[src/rtl/serial_programmed_sample_scheduler_assert.svh]
// assertion macros for the scheduler rtl
`ifndef SERIAL_PROGRAMMED_SAMPLE_SCHEDULER_ASSERT_SVH
`define SERIAL_PROGRAMMED_SAMPLE_SCHEDULER_ASSERT_SVH

// same-cycle implication, disabled while reset is low
`define SPS_ASSERT_NOW(label, clk, rst_n, ante, cons, msg) \
  label: assert property (@(posedge clk) disable iff (!rst_n) (ante) |-> (cons)) \
    else $error(msg);

// next-cycle implication, disabled while reset is low
`define SPS_ASSERT_NEXT(label, clk, rst_n, ante, cons, msg) \
  label: assert property (@(posedge clk) disable iff (!rst_n) (ante) |=> (cons)) \
    else $error(msg);

`endif

[src/rtl/sps_pkg.sv]
// shared types, constants and character helpers of the sample scheduler
package sps_pkg;

  localparam int NUM_CHANNELS_DEF = 5;
  localparam int LINE_LEN_DEF     = 8;
  localparam int CHAN_W           = 3;
  localparam int BYTE_W           = 8;
  localparam int COUNT_W          = 16;

  localparam logic OP_TICK = 1'b0;
  localparam logic OP_BYTE = 1'b1;

  localparam logic [BYTE_W-1:0] CHAR_NEWLINE = 8'h0A;
  localparam logic [BYTE_W-1:0] CHAR_LETTER_A = 8'h41;
  localparam logic [BYTE_W-1:0] CHAR_PLUS    = 8'h2B;
  localparam logic [BYTE_W-1:0] CHAR_MINUS   = 8'h2D;
  localparam logic [BYTE_W-1:0] CHAR_ZERO    = 8'h30;
  localparam logic [BYTE_W-1:0] CHAR_NINE    = 8'h39;
  localparam logic [BYTE_W-1:0] CHAR_SPACE   = 8'h20;
  localparam logic [BYTE_W-1:0] CHAR_TAB     = 8'h09;
  localparam logic [BYTE_W-1:0] CHAR_CR      = 8'h0D;

  typedef struct packed {
    logic              opcode;
    logic [BYTE_W-1:0] rx_byte;
  } in_item_t;

  typedef struct packed {
    logic [CHAN_W-1:0] channel;
    logic              last;
  } out_item_t;

  typedef enum logic [1:0] {
    KIND_TICK    = 2'd0,
    KIND_BYTE    = 2'd1,
    KIND_NEWLINE = 2'd2
  } item_kind_t;

  typedef struct packed {
    item_kind_t        kind;
    logic [BYTE_W-1:0] data;
  } cmd_t;

  function automatic logic is_blank(input logic [BYTE_W-1:0] c);
    return (c == CHAR_SPACE) || ((c >= CHAR_TAB) && (c <= CHAR_CR));
  endfunction

  function automatic logic is_digit(input logic [BYTE_W-1:0] c);
    return (c >= CHAR_ZERO) && (c <= CHAR_NINE);
  endfunction

endpackage

[src/rtl/sps_front.sv]
// front end: accepts items, classifies them and queues them for the back end
module sps_front (
  input  logic           clk,
  input  logic           rst_n,
  input  logic           in_valid,
  output logic           in_ready,
  input  sps_pkg::in_item_t in_data,
  output logic           q_valid,
  output sps_pkg::cmd_t  q_cmd,
  input  logic           q_pop
);
  import sps_pkg::*;

  // two-entry queue
  cmd_t        entry_r [2];
  logic        wr_ptr_r, wr_ptr_nxt;
  logic        rd_ptr_r, rd_ptr_nxt;
  logic [1:0]  count_r, count_nxt;
  logic        push;
  logic        pop;
  cmd_t        cmd_in;

  always_comb begin
    cmd_in.data = in_data.rx_byte;
    if (in_data.opcode == OP_TICK) begin
      cmd_in.kind = KIND_TICK;
    end else if (in_data.rx_byte == CHAR_NEWLINE) begin
      cmd_in.kind = KIND_NEWLINE;
    end else begin
      cmd_in.kind = KIND_BYTE;
    end
  end

  assign in_ready = (count_r != 2'd2);
  assign push     = in_valid && in_ready;
  assign q_valid  = (count_r != 2'd0);
  assign pop      = q_pop && q_valid;
  assign q_cmd    = entry_r[rd_ptr_r];

  always_comb begin
    wr_ptr_nxt = push ? ~wr_ptr_r : wr_ptr_r;
    rd_ptr_nxt = pop ? ~rd_ptr_r : rd_ptr_r;
    count_nxt  = count_r + 2'(push) - 2'(pop);
  end

  always_ff @(posedge clk) begin
    if (push) begin
      entry_r[wr_ptr_r] <= cmd_in;
    end
  end

  always_ff @(posedge clk) begin
    if (!rst_n) begin
      wr_ptr_r <= 1'b0;
      rd_ptr_r <= 1'b0;
      count_r  <= 2'd0;
    end else begin
      wr_ptr_r <= wr_ptr_nxt;
      rd_ptr_r <= rd_ptr_nxt;
      count_r  <= count_nxt;
    end
  end

endmodule

[src/rtl/sps_back.sv]
// back end: counters, line buffer, number parser and sample request output
module sps_back #(
  parameter int NUM_CHANNELS = sps_pkg::NUM_CHANNELS_DEF,
  parameter int LINE_LEN     = sps_pkg::LINE_LEN_DEF
) (
  input  logic               clk,
  input  logic               rst_n,
  input  logic               q_valid,
  input  sps_pkg::cmd_t      q_cmd,
  output logic               q_pop,
  output logic               out_valid,
  input  logic               out_ready,
  output sps_pkg::out_item_t out_data
);
  import sps_pkg::*;

  localparam int FW  = $clog2(LINE_LEN + 1);
  localparam int IW  = $clog2(LINE_LEN);
  localparam int CIW = (NUM_CHANNELS > 1) ? $clog2(NUM_CHANNELS) : 1;

  typedef enum logic [3:0] {
    ST_IDLE  = 4'b0001,
    ST_PARSE = 4'b0010,
    ST_CHECK = 4'b0100,
    ST_EMIT  = 4'b1000
  } state_t;

  state_t                 state_r, state_nxt;
  logic [COUNT_W-1:0]     counts_r  [NUM_CHANNELS];
  logic [COUNT_W-1:0]     periods_r [NUM_CHANNELS];
  logic [BYTE_W-1:0]      buf_r     [LINE_LEN];
  logic [FW-1:0]          fill_r;
  logic [FW-1:0]          pos_r, pos_nxt;
  logic [COUNT_W-1:0]     acc_r, acc_nxt;
  logic                   neg_r, neg_nxt;
  logic                   dig_r, dig_nxt;
  logic [CIW-1:0]         sel_r, sel_nxt;
  logic [NUM_CHANNELS-1:0] pend_r, pend_nxt;
  logic                   out_valid_r, out_valid_nxt;
  out_item_t              out_item_r, out_item_nxt;

  logic [NUM_CHANNELS-1:0] due;
  logic [NUM_CHANNELS-1:0] pend_rest;
  logic [CHAN_W-1:0]      low_idx;
  logic [BYTE_W-1:0]      letter_off;
  logic                   is_letter;
  logic [BYTE_W-1:0]      cur_byte;
  logic [3:0]             digit_val;
  logic [COUNT_W-1:0]     acc_times_ten;

  // control strobes from the state logic
  logic do_tick, do_store, do_clear, do_write_period, do_check, out_load;

  assign q_pop = (state_r == ST_IDLE) && q_valid;

  always_comb begin
    for (int k = 0; k < NUM_CHANNELS; k++) begin
      due[k] = (counts_r[k] >= periods_r[k]);
    end
  end

  // lowest pending channel
  always_comb begin
    low_idx = '0;
    for (int k = NUM_CHANNELS - 1; k >= 0; k--) begin
      if (pend_r[k]) begin
        low_idx = CHAN_W'(k);
      end
    end
    pend_rest = pend_r & ~(NUM_CHANNELS'(1) << low_idx);
  end

  assign letter_off = buf_r[0] - CHAR_LETTER_A;
  assign is_letter  = (buf_r[0] >= CHAR_LETTER_A) &&
                      (letter_off < BYTE_W'(NUM_CHANNELS));
  assign cur_byte   = buf_r[pos_r[IW-1:0]];
  // ascii digits carry their value in the low nibble
  assign digit_val  = cur_byte[3:0];
  assign acc_times_ten = COUNT_W'({acc_r, 3'b000}) + COUNT_W'({acc_r, 1'b0});

  always_comb begin
    state_nxt       = state_r;
    pos_nxt         = pos_r;
    acc_nxt         = acc_r;
    neg_nxt         = neg_r;
    dig_nxt         = dig_r;
    sel_nxt         = sel_r;
    pend_nxt        = pend_r;
    out_item_nxt    = out_item_r;
    out_valid_nxt   = out_valid_r && !out_ready;
    do_tick         = 1'b0;
    do_store        = 1'b0;
    do_clear        = 1'b0;
    do_write_period = 1'b0;
    do_check        = 1'b0;
    out_load        = 1'b0;
    unique case (state_r)
      ST_IDLE: begin
        if (q_valid) begin
          if (q_cmd.kind == KIND_TICK) begin
            do_tick   = 1'b1;
            state_nxt = ST_CHECK;
          end else if (q_cmd.kind == KIND_BYTE && fill_r < FW'(LINE_LEN)) begin
            do_store  = 1'b1;
            state_nxt = ST_CHECK;
          end else if (is_letter) begin
            // line led by a channel letter: parse its number
            sel_nxt   = letter_off[CIW-1:0];
            pos_nxt   = FW'(1);
            acc_nxt   = '0;
            neg_nxt   = 1'b0;
            dig_nxt   = 1'b0;
            state_nxt = ST_PARSE;
          end else begin
            do_clear  = 1'b1;
            state_nxt = ST_CHECK;
          end
        end
      end
      ST_PARSE: begin
        if (pos_r == FW'(LINE_LEN)) begin
          do_write_period = 1'b1;
          do_clear        = 1'b1;
          state_nxt       = ST_CHECK;
        end else if (!dig_r && is_blank(cur_byte)) begin
          pos_nxt = pos_r + FW'(1);
        end else if (!dig_r && (cur_byte == CHAR_PLUS || cur_byte == CHAR_MINUS)) begin
          neg_nxt = (cur_byte == CHAR_MINUS);
          dig_nxt = 1'b1;
          pos_nxt = pos_r + FW'(1);
        end else if (is_digit(cur_byte)) begin
          acc_nxt = acc_times_ten + COUNT_W'(digit_val);
          dig_nxt = 1'b1;
          pos_nxt = pos_r + FW'(1);
        end else begin
          do_write_period = 1'b1;
          do_clear        = 1'b1;
          state_nxt       = ST_CHECK;
        end
      end
      ST_CHECK: begin
        do_check  = 1'b1;
        pend_nxt  = due;
        state_nxt = (due != '0) ? ST_EMIT : ST_IDLE;
      end
      ST_EMIT: begin
        if (!out_valid_r || out_ready) begin
          out_load             = 1'b1;
          out_valid_nxt        = 1'b1;
          out_item_nxt.channel = low_idx;
          out_item_nxt.last    = (pend_rest == '0);
          pend_nxt             = pend_rest;
          if (pend_rest == '0) begin
            state_nxt = ST_IDLE;
          end
        end
      end
      default: begin
        state_nxt = ST_IDLE;
      end
    endcase
  end

  always_ff @(posedge clk) begin
    if (!rst_n) begin
      state_r     <= ST_IDLE;
      fill_r      <= '0;
      pend_r      <= '0;
      out_valid_r <= 1'b0;
      for (int k = 0; k < NUM_CHANNELS; k++) begin
        counts_r[k]  <= '0;
        periods_r[k] <= COUNT_W'(1);
      end
      for (int i = 0; i < LINE_LEN; i++) begin
        buf_r[i] <= '0;
      end
    end else begin
      state_r     <= state_nxt;
      pend_r      <= pend_nxt;
      out_valid_r <= out_valid_nxt;
      if (do_tick) begin
        for (int k = 0; k < NUM_CHANNELS; k++) begin
          counts_r[k] <= counts_r[k] + COUNT_W'(1);
        end
      end else if (do_check) begin
        for (int k = 0; k < NUM_CHANNELS; k++) begin
          if (due[k]) begin
            counts_r[k] <= '0;
          end
        end
      end
      if (do_store) begin
        buf_r[fill_r[IW-1:0]] <= q_cmd.data;
        fill_r                <= fill_r + FW'(1);
      end else if (do_clear) begin
        fill_r <= '0;
        for (int i = 0; i < LINE_LEN; i++) begin
          buf_r[i] <= '0;
        end
      end
      if (do_write_period) begin
        periods_r[sel_r] <= neg_r ? (COUNT_W'(0) - acc_r) : acc_r;
      end
    end
  end

  always_ff @(posedge clk) begin
    pos_r      <= pos_nxt;
    acc_r      <= acc_nxt;
    neg_r      <= neg_nxt;
    dig_r      <= dig_nxt;
    sel_r      <= sel_nxt;
    out_item_r <= out_item_nxt;
  end

  assign out_valid = out_valid_r;
  assign out_data  = out_item_r;

`include "serial_programmed_sample_scheduler_assert.svh"

  `SPS_ASSERT_NOW(a_pend_only_emit, clk, rst_n, state_r != ST_EMIT, pend_r == '0, "pending requests outside emit")
  `SPS_ASSERT_NOW(a_fill_bound, clk, rst_n, 1'b1, fill_r <= FW'(LINE_LEN), "line fill index overran the buffer")
  `SPS_ASSERT_NOW(a_load_has_pend, clk, rst_n, out_load, pend_r != '0, "output loaded with nothing pending")
  `SPS_ASSERT_NEXT(a_last_to_idle, clk, rst_n, out_load && out_item_nxt.last, state_r == ST_IDLE, "emit did not end on the final request")

endmodule

[src/rtl/serial_programmed_sample_scheduler.sv]
// top level of the serial-programmed sample scheduler
// usage:
//   in channel (in_valid/in_ready/in_data) takes one item per transfer: a
//   one-second tick (opcode 0) or a received serial byte (opcode 1)
//   out channel (out_valid/out_ready/out_data) gives one sample request per
//   transfer: the channel number and a last flag on the final request that
//   one item causes; an item with no channel due gives no transfer at all
// timing:
//   a two-entry queue sits between the front end and the back end, so items
//   are taken while the back end is busy or the receiver stalls
//   the back end runs one item at a time: it applies the item, compares the
//   counts with the periods, then sends out the sample requests in turn
//   a line led by a channel letter first goes through the number parser,
//   which walks the line buffer one byte per cycle
// reset: counts clear, periods go to one, line buffer and queue empty
// stall: a held request in the output register stops the back end; the
//   queue fills and then in_ready falls
module serial_programmed_sample_scheduler #(
  parameter int NUM_CHANNELS = sps_pkg::NUM_CHANNELS_DEF,
  parameter int LINE_LEN     = sps_pkg::LINE_LEN_DEF
) (
  input  logic               clk,
  input  logic               rst_n,
  input  logic               in_valid,
  output logic               in_ready,
  input  sps_pkg::in_item_t  in_data,
  output logic               out_valid,
  input  logic               out_ready,
  output sps_pkg::out_item_t out_data
);
  import sps_pkg::*;

  // queue between front and back end
  logic q_valid;
  logic q_pop;
  cmd_t q_cmd;

  // front end: classify ticks, plain bytes and newlines
  sps_front u_front (
    .clk      (clk),
    .rst_n    (rst_n),
    .in_valid (in_valid),
    .in_ready (in_ready),
    .in_data  (in_data),
    .q_valid  (q_valid),
    .q_cmd    (q_cmd),
    .q_pop    (q_pop)
  );

  // back end: state update, line parse and request sequencing
  sps_back #(
    .NUM_CHANNELS (NUM_CHANNELS),
    .LINE_LEN     (LINE_LEN)
  ) u_back (
    .clk       (clk),
    .rst_n     (rst_n),
    .q_valid   (q_valid),
    .q_cmd     (q_cmd),
    .q_pop     (q_pop),
    .out_valid (out_valid),
    .out_ready (out_ready),
    .out_data  (out_data)
  );

endmodule

[config.mk]
export PLATFORM = sky130hd
export DESIGN_NAME = serial_programmed_sample_scheduler
export DESIGN_NICKNAME = d
export VERILOG_FILES = /design/src/rtl/sps_pkg.sv /design/src/rtl/sps_front.sv /design/src/rtl/sps_back.sv /design/src/rtl/serial_programmed_sample_scheduler.sv
export VERILOG_INCLUDE_DIRS = /design/src /design/src/rtl
export SDC_FILE = /design/constraint.sdc
export NUM_CORES = 1
export LEC_CHECK = 0
export ABC_AREA = 1
export BUFFER_PORTS_ARGS = -buffer_cell sky130_fd_sc_hd__buf_2
export CAP_MARGIN = 0
export CORE_MARGIN = 1
export CORE_UTILIZATION = 35
export CTS_CLUSTER_SIZE = 25
export DETAILED_ROUTE_END_ITERATION = 8
export PLACE_DENSITY_LB_ADDON = 0.1
export SYNTH_ARGS = -nofsm -noshare
export SYNTH_HDL_FRONTEND = slang
export SYNTH_HIERARCHICAL = 1
export SYNTH_SLANG_ARGS = --single-unit
[constraint.sdc]
create_clock -name clk -period 3.6 [get_ports clk]
set_input_delay 0.54 -clock clk [delete_from_list [all_inputs] [get_ports clk]]
set_output_delay 0.54 -clock clk [all_outputs]
set_load 0.01 [all_outputs]
; Word-level counts from Yosys, hierarchy flattened
; Memories as Yosys holds them, arrays and structs flattened. A register that Yosys moved wholly into a read port is not among the register bits.
; Index checks and enable logic that the tools add are counted.
[op_classes]
eq_ne = 27
add_sub_neg = 13
n_shift = 1
muxes = 143
n_lt_le_gt_ge = 12
n_reduce_logical = 33
n_bitwise = 24
[op_table]
columns = cell, count
row1 = $mux W16, 20
row2 = $add A16 B1 Y16 const B, 5
row3 = $ge A16 B16 Y1, 5
row4 = $mux W4, 20
row5 = $mux W1, 75
row6 = $mux W8, 9
row7 = $pmux W16 S2, 1
row8 = $mux W3, 9
row9 = $eq A8 B6 Y1 const B, 3
row10 = $or A1 B1 Y1, 18
row11 = $add A16 B16 Y16, 1
row12 = $add A16 B4 Y16, 1
row13 = $pmux W4 S4, 1
row14 = $reduce_and A8 Y1, 2
row15 = $reduce_or A16 Y1, 1
row16 = $sub A1 B16 Y16 const A, 1
row17 = $ne A2 B1 Y1 const B, 6
row18 = $ne A2 B2 Y1 const B, 6
row19 = $logic_and A1 B1 Y1, 10
row20 = $pmux W5 S2, 1
row21 = $ne A3 B2 Y1 const B, 3
row22 = $reduce_and A9 Y1, 1
row23 = $add A4 B1 Y4 const B, 2
row24 = $eq A4 B4 Y1 const B, 2
row25 = 36 further kinds, 50
[totals]
regBits = 47
word_cells = 271
ramBits = 244
inputBits = 13
memories = 4
[mem_list]
columns = memory, words, word_bits, rd, rd_clocked_by_memory_dff, write_ports, line
row1 = u_back.counts_r, 5, 16, 5, 0, 5, sps_back.sv:29  ; logic [COUNT_W-1:0] counts_r [NUM_CHANNELS];
row2 = u_back.periods_r, 5, 16, 5, 0, 5, sps_back.sv:30  ; logic [COUNT_W-1:0] periods_r [NUM_CHANNELS];
row3 = u_back.buf_r, 8, 8, 2, 1, 8, sps_back.sv:31  ; logic [BYTE_W-1:0] buf_r [LINE_LEN];
row4 = u_front.entry_r, 2, 10, 1, 1, 1, sps_front.sv:15  ; cmd_t entry_r [2];

; Depth between registers and ports, before layout
; Gate-level depths: netlist (run 1).
; An unclocked memory read counts as a cell.
[logic_depth]
depth_word = 15
ltp_mapped = 22
mapped_depth_nobuf = 20

; Modules after synthesis
; Netlist (run 1), hierarchy kept.
[by_module_without_submodules]
columns = module, instances, cells_per_inst, area_per_inst_um2
row1 = sps_back, 1, 1764, 15695.1
row2 = sps_front, 1, 78, 1041.0

; Worst setup path before layout (run 1)
; OpenSTA, ideal clock, no wires.
[synth_path]
path_type = register to register
start = reg (tool-made name)
end = reg u_back.acc_r[14], data pin
stages_incl_launch_ff = 20
required_ps = 3341
t_arrival_ps = 2807
setup_time_ps = 259
setup_slack_ps = 534
path_buffers = 2
path_cell_list = dfxtp_1 > buf_6 > buf_6 > nand2_1 > nand3_1 > nand2_1 > nand2_1 > nand2_2 > fa_1 > fa_1 > nand2_1 > inv_1 > o21ai_0 > nand2_1 > a21oi_1 > o21ai_0 > a21oi_1 > o21bai_1 > o21ai_0 > a21oi_1
[synth_rtl]
columns = item, line
row1 = "end signal, assigned", sps_back.sv:209  ; acc_r <= acc_nxt;
row2 = "end, declared", sps_back.sv:34  ; logic [COUNT_W-1:0] acc_r, acc_nxt;

==> summary.txt, run 1 <==
Synth
  – Compound-Gate Fraction of Synth Area: 0.07469
  – Syn Area/Cell: 9.086 um^2
  – Xor-xnor portion of the synthesized cell area: 0.01413
  – Ys async rst share: 0
  – Largest cells by area after synthesis: edfxtp_1 (49%), ha_1 (8.8%), nand2_1 (7.0%)
  – Post-synth top area share: 0.4898
  – Post-synth top cells: nand2_1 (313), nor2_1 (301), inv_1 (291)
  – #FFs+latches synth: 295
  – Number of synthesized flops with an enable pin: 273
  – Post-synthesis simple-gate area fraction: 0.2164
  – Commonest register cell after synthesis: edfxtp_1
  – Post-synthesis cell area: 0.01674 mm^2
  – Largest family of logic cells by synthesized area: simple AND/OR/NAND/NOR gates
  – Syn. warnings: 6
  – Seq/Total Area, Yosys: 0.5161
  – Cells after Synth: 1842
  – Mux cell area share after synthesis: 0.006728
  – Post-synth cell types: 48
  – Largest area contributor in the netlist: edfxtp_1
  – Adder-cell share of the synthesized area: 0.09061
  – Cell with the most instances after synthesis: nand2_1
  – Post-Syn Nets: 1975

Final layout
  – Share of layout cells above drive strength 1: 0.08079
  – Net count, final: 2038
  – Post-Layout Cell Count: 2538
  – Ant diodes: 0
  – Filler cells: 4697
  – Area grow syn2layout: 12.34%

Detailed routing
  – Via Count: 12140
  – WL/cell: 15.58 um
  – Residual DRC: 1
  – First drt pass iteration count: 7
  – Post-detailed-route count of antenna-violating nets: 0
  – WL final: 39.54 mm
  – DR vias/cell: 4.782
  – Iter 0 DRT Violations: 707

Power
  – Cell area power density: 685.1 mW/mm^2
  – Max IR drop VDD: 405.0 uV
  – Leakage: 8.095 nW

Worst setup path
  – Data required time of the worst path: 3.88 ns
  – Reg2reg setup slack: 0.27 ns
  – RR Endpoint: u_back/acc_r[14]
  – Worst setup path category: flip-flop to flip-flop
  – CP Capture Type: flip-flop
  – Max Fanout on Critical Path: 24
  – WP data arrival: 3.61 ns
  – Worst setup SP type: flip-flop
  – R2R depth: 18

GRT
  – First-pass GRT wire length: 62.75 mm
  – Tot GR Track Use: 0.1664
  – Initial antenna violation count: 0
  – Overflow after GRT: 0
  – Largest net degree at the start of global routing: 44
  – Vias in the first global route: 11650

Worst hold path
  – Hold path endpoint: u_front/entry_r[0][0]
  – Hold Startpoint: in_data[0]
  – Worst hold path class: input pin to flip-flop
  – Min-Delay Path Depth: 1

Place
  – Placed Cells: 2470
  – GP Congestion: 0.8232
  – Port Buffers: 18
  – Final HPWL DP: 29.01 mm

Clock tree
  – CTS HTree Levels: 2
  – CTS buffer count: 38
  – CTS tree: done
  – Clock slew at reported path FFs: 0.06 ns
  – Hold bufs inserted after CTS: 0
  – # clock sinks: 295
  – Clock Path Buffers: 3
  – Worst-Skew Late Latency: 0.54 ns
  – Root buf cell: clkbuf_16

Timing
  – Final Hold Fails: 0
  – Rel. slew slack: 0.2150
  – # setup viols final: 0
  – F_max: 300.4 MHz
  – Final Max Tran Viols: 0
  – Actual slew at the worst max-slew pin: 1.170 ns
  – Minimum clock period: 3.329 ns
  – Clk_skew: 0.01617 ns
  – Period utilization: 0.9246
  – Hold WS: 0.2036 ns

Floorplanning
  – Core area: 0.04685 mm^2
  – Die W: 220.7 um
  – IO Pins: 19
  – Initial Utilization: 0.3572
  – Die ar.: 0.04870 mm^2
  – Row count: 79
  – Die Y: 220.7 um

Run
  – Max-cap viol count: 0

Outcome
  – Status: finished with violations
  – Failing checks: design-rule violations
## layer usage
layer	global-route usage	vias up	part of all wire
met5	0	-	0
met4	0.04292	0	0.016
met2	0.2890	158	0.49
li1	-	6243	-
met3	0.02419	54	0.030
met1	0.2158	5681	0.47
## final cells by class
type	count	area (um^2)	share of cell area
well taps	607	759.5	0.04040
multi-input cells	1217	6750	0.3590
flip-flops and latches	295	8641	0.4596
inverters	299	1144	0.06083
clock buffers	46	1002	0.05331
repair buffers	54	372.9	0.01983
clock inverters	20	131.4	0.006988
## logic make-up after synthesis
kind of cell | after synthesis
compound gates | 237
flops | 295
buf+inv | 330
fa+ha+maj | 120
mux | 10
simple gates | 823
xor+xnor | 27
## sequential cells by signal (all words and copies together), names as in the netlist, named ones only
register	flops
u_back/counts_r	80
u_back/periods_r	80
u_back/buf_r	64
u_front/wr_ptr_r	1
u_back/acc_r	16
u_front/rd_ptr_r	1
u_front/entry_r	20
u_back/out_valid	1
u_back/state_r	4
u_front/count_r	2
u_back/out_data	4
u_back/pos_r	4
u_back/sel_r	3
u_back/neg_r	1
u_back/fill_r	4
u_back/pend_r	5
u_back/dig_r	1
## report_power, final
group	total (mW)	switching (mW)	internal, mW
Clock	3.52	1.47	2.05
Combinational	4.44	2.99	1.45
Sequential	4.92	0.454	4.46
Total	12.9	4.92	7.96
## what timing repair did
| item | 4_1_cts | 5_1_grt |
|---|---|---|
| buffers inserted | 0 | 2 |
| setup endpoints to repair | 0 | 3 |
| gates resized for setup | 0 | 5 |
## through the flow
step                  util  instance area (um^2)  setup TNS, ns  power [mW]  setup slack [ns]
floorplan                -                 16740              0       7.937            0.5345
global placement    0.3765                 17640              0       9.386            0.1326
detailed placement  0.3765                 17640              0       9.427           0.02775
CTS                 0.4007                 18770              0       13.04           0.01678
global route        0.4013                 18800      -0.005486       13.85         -0.005486
finish              0.4013                 18800              0       12.88            0.2713
## critical path: stages (launching register included)
cell	delay, ns
dfxtp_2	0.40
buf_12	0.17
nand2_1	0.06
nand3_1	0.11
nand2_1	0.07
nand2_1	0.07
nand2_2	0.09
fa_1	0.49
fa_1	0.46
nand2_1	0.07
inv_1	0.05
o21ai_0	0.14
nand2_1	0.15
a21oi_4	0.19
o21ai_1	0.11
a21oi_1	0.14
o21bai_1	0.09
o21ai_0	0.16
a21oi_1	0.06
## worst max-delay path by stage
stage / cells past startpoint / slack (ns) / end
6_report: 18 / 0.27 / u_back/acc_r[14]
5_1_grt: 18 / -0.005 / u_back/acc_r[14]
4_1_cts: 18 / 0.02 / u_back/acc_r[14]
3_5_place_dp: 18 / 0.03 / u_back/acc_r[14]
3_3_place_gp: 18 / 0.13 / u_back/acc_r[14]
2_1_floorplan: 19 / 0.53 / u_back/acc_r[14]
## cells in the final DEF, fill, tap and decap left out, types with 3 or more instances in the layout
cell type,n
a21o_1,3
a21oi_1,130
a31oi_1,4
and3_1,7
buf_2,18
buf_4,35
clkbuf_1,7
clkbuf_16,39
clkinv_1,8
clkinv_2,7
clkinvlp_4,3
dfxtp_1,20
edfxtp_1,273
ha_1,118
inv_1,291
inv_2,4
mux2_1,10
nand2_1,312
nand2_2,11
nand3_1,101
nand3_2,6
nand4_1,16
nand4_4,5
nor2_1,301
nor2_2,6
nor2_4,4
nor3_1,30
nor3b_1,13
nor4_1,3
o211ai_1,3
o21a_1,8
o21ai_0,78
xnor2_1,10
xor2_1,17
Note: power is estimated with default switching activity, not from simulation.
==> run 2, diff against run 1 <==
==> constraint.sdc (replaced) <==
create_clock -name clk -period 3.7 [get_ports clk]
set_input_delay 0.555 -clock clk [delete_from_list [all_inputs] [get_ports clk]]
set_output_delay 0.555 -clock clk [all_outputs]
set_load 0.01 [all_outputs]
==> run 2 against run 1 <==
The flow still finishes with violations (design-rule violations). Sequential share of layout area barely moved. Clock power rose by 4%. Design area barely moved. Die area did not move. Via count fell by 1.1%. Total power fell by 1.5%. Critical path type unchanged. Critical endpoint unchanged. Largest power group unchanged.
==> summary.txt, run 2 (same netlist as run 1, synthesis figures left out) <==
Outcome
  – Status: finished with violations (unchanged)
  – Failing checks: design-rule violations (unchanged)

Detailed routing
  – Residual DRC: 1 (unchanged)
  – First drt pass iteration count: 7 (unchanged)
  – WL final: 38.88 mm (was 39.54 mm)
  – WL/cell: 15.39 um (was 15.58 um)
  – Post-detailed-route count of antenna-violating nets: 0 (unchanged)
  – Iter 0 DRT Violations: 674 (was 707)
  – DR vias/cell: 4.748 (was 4.782)
  – Via Count: 12000 (was 12140)

Clock tree
  – Hold bufs inserted after CTS: 0 (unchanged)
  – CTS buffer count: 38 (unchanged)
  – Root buf cell: clkbuf_16 (unchanged)
  – Worst-Skew Late Latency: 0.55 ns (was 0.54 ns)
  – CTS tree: done (unchanged)
  – Post_cts resized: 0 (unchanged)
  – Clock Path Buffers: 3 (unchanged)
  – Setup Fix Bufs, Post-CTS: 0 (unchanged)
  – Clock slew at reported path FFs: 0.06 ns (about the same)
  – CTS HTree Levels: 2 (unchanged)
  – # clock sinks: 295 (unchanged)

Worst setup path
  – RR Endpoint: u_back/acc_r[14] (unchanged)
  – CP Capture Type: flip-flop (unchanged)
  – Worst setup path category: flip-flop to flip-flop (unchanged)
  – Worst setup SP type: flip-flop (unchanged)
  – Reg2reg setup slack: 0.31 ns (was 0.27 ns)
  – Data required time of the worst path: 3.99 ns (was 3.88 ns)
  – CP endpoint: u_back/acc_r[14] (unchanged)
  – WP data arrival: 3.67 ns (was 3.61 ns)
  – R2R depth: 18 (unchanged)
  – Max Fanout on Critical Path: 32 (was 24)

Power
  – Leakage: 8.096 nW (was 8.095 nW)
  – Clock share of power: 0.289 (was 0.274)
  – Internal power: 7.929 mW (was 7.960 mW)
  – Switching power: 4.763 mW (was 4.919 mW)
  – Combinational share of power: 0.333 (was 0.345)
  – Cell area power density: 674.6 mW/mm^2 (was 685.1 mW/mm^2)
  – Max IR drop VDD: 385.2 uV (was 405.0 uV)
  – Switching part of the total power: 0.3753 (was 0.3819)
  – Seq pwr share: 0.377 (was 0.382)

GRT
  – GRT busiest layer: met2 (unchanged)
  – Largest net degree at the start of global routing: 44 (unchanged)
  – Tot GR Track Use: 0.1669 (was 0.1664)
  – GRT met2 Usage: 0.2895 (was 0.2890)
  – Initial antenna violation count: 0 (unchanged)
  – Met1 Track Usage GR: 0.2109 (was 0.2158)
  – Met3 usage: 0.02749 (was 0.02419)
  – Vias in the first global route: 11950 (was 11650)
  – Overflow after GRT: 0 (unchanged)
  – First-pass GRT wire length: 63.34 mm (was 62.75 mm)

Timing
  – Minimum clock period: 3.385 ns (was 3.329 ns)
  – Period utilization: 0.9150 (was 0.9246)
  – Worst Setup Slack, final: 0.3146 ns (was 0.2713 ns)
  – F_max: 295.4 MHz (was 300.4 MHz)
  – Final Max Tran Viols: 0 (unchanged)
  – Rel. slew slack: 0.2111 (was 0.2150)
  – Actual slew at the worst max-slew pin: 1.176 ns (was 1.170 ns)
  – # setup viols final: 0 (unchanged)
  – Final Hold Fails: 0 (unchanged)
  – Clk_skew: 0.02148 ns (was 0.01617 ns)

Run
  – Max-cap viol count: 0 (unchanged)

Final layout
  – Commonest non-fill, non-tap cell in the layout: nand2_1 (unchanged)
  – Largest regs: u_back/counts_r: 80 flops, u_back/periods_r: 80 flops, u_back/buf_r: 64 flops (unchanged)
  – Net count, final: 2028 (was 2038)
  – Most frequent cells in the layout: nand2_1 (312), nor2_1 (301), inv_1 (291), edfxtp_1 (273), a21oi_1 (130) (unchanged)
  – Post-Layout Inst Area: 0.01881 mm^2 (was 0.01880 mm^2)
  – Area grow syn2layout: 12.42% (was 12.34%)
  – Ant diodes: 0 (unchanged)
  – Share of layout cells above drive strength 1: 0.07760 (was 0.08079)

Floorplanning
  – Core area: 0.04685 mm^2 (unchanged)
  – Die W: 220.7 um (unchanged)
  – Row count: 79 (unchanged)
  – Initial Utilization: 0.3572 (unchanged)
  – Die Y: 220.7 um (unchanged)
  – Die ar.: 0.04870 mm^2 (unchanged)
  – IO Pins: 19 (unchanged)

Place
  – Dpl cell area: 0.01758 mm^2 (was 0.01764 mm^2)
  – Pre-CTS setup slack: 0.06486 ns (was 0.02775 ns)
  – Port Buffers: 18 (unchanged)
  – GP Congestion: 0.8142 (was 0.8232)
  – Final HPWL DP: 28.42 mm (was 29.01 mm)

Worst hold path
  – Worst hold path class: input pin to flip-flop (unchanged)
==> run 2: layer usage <==
metal | part of all wire | wire length [um]
met5 | 0 | 0
met4 | 0.023 | 901
met3 | 0.034 | 1333
met2 | 0.48 | 18760
met1 | 0.46 | 17890
==> run 2: per-stage QoR <==
| stage | hold WS, ns | util | total power, mW | std cells | TNS [ns] |
|---|---|---|---|---|---|
| after floorplan | 0.4482 | - | 7.723 | 1842 | 0 |
| after global placement | 0.4658 | 0.3752 | 9.099 | 2462 | 0 |
| after detailed placement | 0.4649 | 0.3752 | 9.123 | 2462 | 0 |
| after CTS | 0.1686 | 0.4014 | 12.90 | 2527 | 0 |
| after global routing | 0.1805 | 0.4016 | 13.64 | 2527 | -0.01191 |
| final | 0.2100 | 0.4016 | 12.69 | 2527 | 0 |
==> run 2: worst min-delay path by stage <==
stage	start	to	slack, ns	cells after the start
floorplan	u_back/fill_r[3]	u_back/fill_r[3]	0.45	2
global route	in_data[4]	u_front/entry_r[0][4]	0.18	1
detailed placement	u_back/fill_r[3]	u_back/fill_r[3]	0.46	2
CTS	in_data[4]	u_front/entry_r[0][4]	0.17	1
finish	in_data[4]	u_front/entry_r[0][4]	0.21	1
global placement	u_back/fill_r[3]	u_back/fill_r[3]	0.47	2
==> run 2: critical path: stages, from the launching register on <==
cell and delay, ns:
dfxtp_2 0.39, buf_12 0.19, nand2_1 0.07, nand3_1 0.10
nand2_1 0.06, nand2_1 0.07, nand2_2 0.09, fa_1 0.50
fa_1 0.46, nand2_1 0.07, inv_1 0.05, o21ai_0 0.16
nand2_1 0.14, a21oi_2 0.22, o21ai_1 0.12, a21oi_1 0.15
o21bai_1 0.08, o21ai_0 0.15, a21oi_1 0.06
==> run 2: power groups by stage <==
stage          sequential, mW  combinational (mW)  clock, mW
3_3_place_gp             4.85                4.25          0
5_1_grt                  4.87                4.85       3.92
4_1_cts                  4.80                4.31       3.80
3_5_place_dp             4.86                4.26          0
6_report                 4.79                4.23       3.67
2_1_floorplan            4.69                3.04          0
==> run 2: area by class of cell <==
| type | count | area, um^2 |
|---|---|---|
| fillers | 4772 | 28040 |
| flip-flops and latches | 295 | 8641 |
| multi-input cells | 1217 | 6743 |
| inverters | 299 | 1144 |
| clock buffers | 48 | 1062 |
| well taps | 607 | 759.5 |
| repair buffers | 44 | 297.8 |
| clock inverters | 17 | 167.7 |
==> run 3, diff against run 2 <==
--- a/config.mk
+++ b/config.mk
@@ -14,6 +14,7 @@
 export CTS_CLUSTER_SIZE = 25
 export DETAILED_ROUTE_END_ITERATION = 8
 export PLACE_DENSITY_LB_ADDON = 0.1
+export RECOVER_POWER = 100
 export SYNTH_ARGS = -nofsm -noshare
 export SYNTH_HDL_FRONTEND = slang
 export SYNTH_HIERARCHICAL = 1
==> run 3 against run 2 <==
The flow still finishes with violations (design-rule violations). Critical path depth down 3. Global-route usage unchanged. Sequential power about the same. Core utilization down 0.37 points. Register-to-register slack worse by 0.02 ns. Critical endpoint is now u_back/periods_r[2][9]. Highest routed layer unchanged.
==> summary.txt, run 3 (same netlist as run 1, synthesis figures left out) <==
Worst setup path
  – Crit-path cells: inv_6 -> buf_4 -> nand2_1 -> nand3_1 -> nand3_1 -> nand2_1 -> nand3_1 -> nand2_1 -> nor2_1 -> nor2_4 -> nand3_4 -> nand2_8 -> nand4_1 -> nand2_1 -> clkbuf_2 (was buf_12 -> nand2_1 -> nand3_1 -> nand2_1 -> nand2_1 -> nand2_2 -> fa_1 -> fa_1 -> nand2_1 -> inv_1 -> o21ai_0 -> nand2_1 -> a21oi_2 -> o21ai_1 -> a21oi_1 -> o21bai_1 -> o21ai_0 -> a21oi_1)
  – Critical Path Most Common Cell: nand2_1 (unchanged)
  – WP data arrival: 3.60 ns (was 3.67 ns)
  – R2R depth: 15 (was 18)
  – Data required time of the worst path: 3.90 ns (was 3.99 ns)
  – Levels on crit path: 15 (was 18)
  – Worst setup path category: flip-flop to flip-flop (unchanged)
  – Buffer and inverter count on the worst path: 3 (was 2)
  – Crit-path max cell delay: 0.57 ns (was 0.50 ns)
  – Reg2reg setup slack: 0.29 ns (was 0.31 ns)
  – CP Capture Type: flip-flop (unchanged)
  – Worst path slowest cell: nand4_1 (was fa_1)
  – RR Endpoint: u_back/periods_r[2][9] (was u_back/acc_r[14])
  – Top delay family on crit path: simple AND/OR/NAND/NOR gates (was adder cells)
  – Worst setup SP type: flip-flop (unchanged)
  – CP endpoint: u_back/periods_r[2][9] (was u_back/acc_r[14])
  – Max Fanout on Critical Path: 26 (was 32)

Detailed routing
  – Via Count: 12010 (was 12000)
  – WL final: 39.04 mm (was 38.88 mm)
  – WL met1: 18.04 mm (was 17.89 mm)
  – Post-detailed-route count of antenna-violating nets: 0 (unchanged)
  – Iter 0 DRT Violations: 631 (was 674)
  – Met2 Wirelength: 18.81 mm (was 18.76 mm)
  – First drt pass iteration count: 7 (unchanged)
  – DR top layer: met4 (unchanged)
  – DR vias/cell: 4.754 (was 4.748)
  – Met3 WL: 1.284 mm (was 1.333 mm)
  – WL/cell: 15.45 um (was 15.39 um)
  – Residual DRC: 1 (unchanged)

Worst hold path
  – Worst hold path class: input pin to flip-flop (unchanged)

Clock tree
  – Clock Path Buffers: 3 (unchanged)
  – Setup Fix Bufs, Post-CTS: 0 (unchanged)
  – Worst-Skew Late Latency: 0.55 ns (about the same)
  – CTS tree: done (unchanged)
  – Hold bufs inserted after CTS: 0 (unchanged)
  – Root buf cell: clkbuf_16 (unchanged)
  – Post_cts resized: 0 (unchanged)
  – Clock slew at reported path FFs: 0.06 ns (about the same)
  – # clock sinks: 295 (unchanged)
  – CTS buffer count: 38 (unchanged)
  – CTS HTree Levels: 2 (unchanged)

Timing
  – Setup tns final: 0 ns (unchanged)
  – Rel. slew slack: 0.2143 (was 0.2111)
  – # setup viols final: 0 (unchanged)
  – Hold WS: 0.2394 ns (was 0.2100 ns)
  – Minimum clock period: 3.407 ns (was 3.385 ns)
  – Final Max Tran Viols: 0 (unchanged)
  – F_max: 293.5 MHz (was 295.4 MHz)
  – Actual slew at the worst max-slew pin: 1.178 ns (was 1.176 ns)
  – Period utilization: 0.9208 (was 0.9150)
  – Clk_skew: 0.02171 ns (was 0.02148 ns)
  – Final Hold Fails: 0 (unchanged)

Floorplanning
  – Row count: 79 (unchanged)
  – Initial Utilization: 0.3572 (unchanged)
  – Die W: 220.7 um (unchanged)
  – Die Y: 220.7 um (unchanged)
  – Core area: 0.04685 mm^2 (unchanged)
  – Die ar.: 0.04870 mm^2 (unchanged)
  – IO Pins: 19 (unchanged)

Final layout
  – Ant diodes: 0 (unchanged)
  – Post-Layout Inst Area: 0.01864 mm^2 (was 0.01881 mm^2)
  – Final Util: 0.3979 (was 0.4016)
  – Post-Layout Cell Count: 2527 (unchanged)
  – Filler cells: 4809 (was 4772)
  – Most frequent cells in the layout: nand2_1 (315), nor2_1 (305), inv_1 (291), edfxtp_1 (273), a21oi_1 (130) (was nand2_1 (312), nor2_1 (301), inv_1 (291), edfxtp_1 (273), a21oi_1 (130))
  – Net count, final: 2028 (unchanged)
  – Largest regs: u_back/counts_r: 80 flops, u_back/periods_r: 80 flops, u_back/buf_r: 64 flops (unchanged)
  – Area grow syn2layout: 11.38% (was 12.42%)
  – Commonest non-fill, non-tap cell in the layout: nand2_1 (unchanged)
  – Share of layout cells above drive strength 1: 0.05938 (was 0.07760)

Outcome
  – Status: finished with violations (unchanged)
  – Failing checks: design-rule violations (unchanged)

Power
  – Leakage: 7.991 nW (was 8.096 nW)
  – Max IR drop VDD: 387.0 uV (was 385.2 uV)
  – Cell area power density: 676.1 mW/mm^2 (was 674.6 mW/mm^2)

GRT
  – Initial antenna violation count: 0 (unchanged)
  – Overflow after GRT: 0 (unchanged)
  – Tot GR Track Use: 0.1669 (unchanged)
  – First-pass GRT wire length: 63.34 mm (unchanged)
  – Largest net degree at the start of global routing: 44 (unchanged)
  – Vias in the first global route: 11950 (unchanged)

Place
  – Placed Cells: 2462 (unchanged)
  – Final HPWL DP: 28.42 mm (unchanged)
  – Dpl cell area: 0.01758 mm^2 (unchanged)
  – GP Congestion: 0.8142 (unchanged)
  – Port Buffers: 18 (unchanged)

Run
  – Max-cap viol count: 0 (unchanged)
run 3: cell count changes in the layout (fill, tap and decap cells not counted), moves of 3 or more:
cell	previous run	this run
nand4_4	5	1
nand2_1	312	315
buf_2	18	6
nand4_1	16	20
nor2_1	301	305
clkbuf_1	6	27
clkbuf_2	0	5
buf_4	25	10
run 3: power by group:
group | switching [mW] | internal [mW] | leakage, nW | total [mW]
registers | 0.445 | 4.35 | 2.95 | 4.79
logic | 2.86 | 1.28 | 4.44 | 4.14
clock network | 1.44 | 2.23 | 0.601 | 3.67
total | 4.74 | 7.86 | 7.99 | 12.6
run 3: how the worst min path moves through the flow:
stage          cells past startpoint        startpoint                     to  slack [ns]
3_3_place_gp                       2  u_back/fill_r[3]       u_back/fill_r[3]        0.47
4_1_cts                            1        in_data[4]  u_front/entry_r[0][4]        0.17
3_5_place_dp                       2  u_back/fill_r[3]       u_back/fill_r[3]        0.46
2_1_floorplan                      2  u_back/fill_r[3]       u_back/fill_r[3]        0.45
6_report                           1        in_data[4]  u_front/entry_r[0][4]        0.24
5_1_grt                            1        in_data[4]  u_front/entry_r[0][4]        0.22
run 3: metal layers:
metal,vias up,GRT usage
met1,5567,0.2109
li1,6233,-
met4,0,0.05320
met3,58,0.02749
met5,-,0
met2,155,0.2895
run 3: area by class of cell:
type                            instances  area, um^2  area share
Multi-Input combinational cell       1217        6640      0.3562
Clock buffer                           48        1062     0.05699
Timing Repair Buffer                   44       236.5     0.01269
Sequential cell                       295        8641      0.4636
Tap cell                              607       759.5     0.04074
Inverter                              299        1134     0.06081
Clock inverter                         17       167.7    0.008994
run 3: through the flow:
| stage | total power, mW | setup WS (ns) |
|---|---|---|
| 2_1_floorplan | 7.723 | 0.6345 |
| 3_3_place_gp | 9.099 | 0.1433 |
| 3_5_place_dp | 9.123 | 0.06486 |
| 4_1_cts | 12.90 | 0.02402 |
| 5_1_grt | 13.55 | -0.01191 |
| 6_report | 12.60 | 0.2932 |
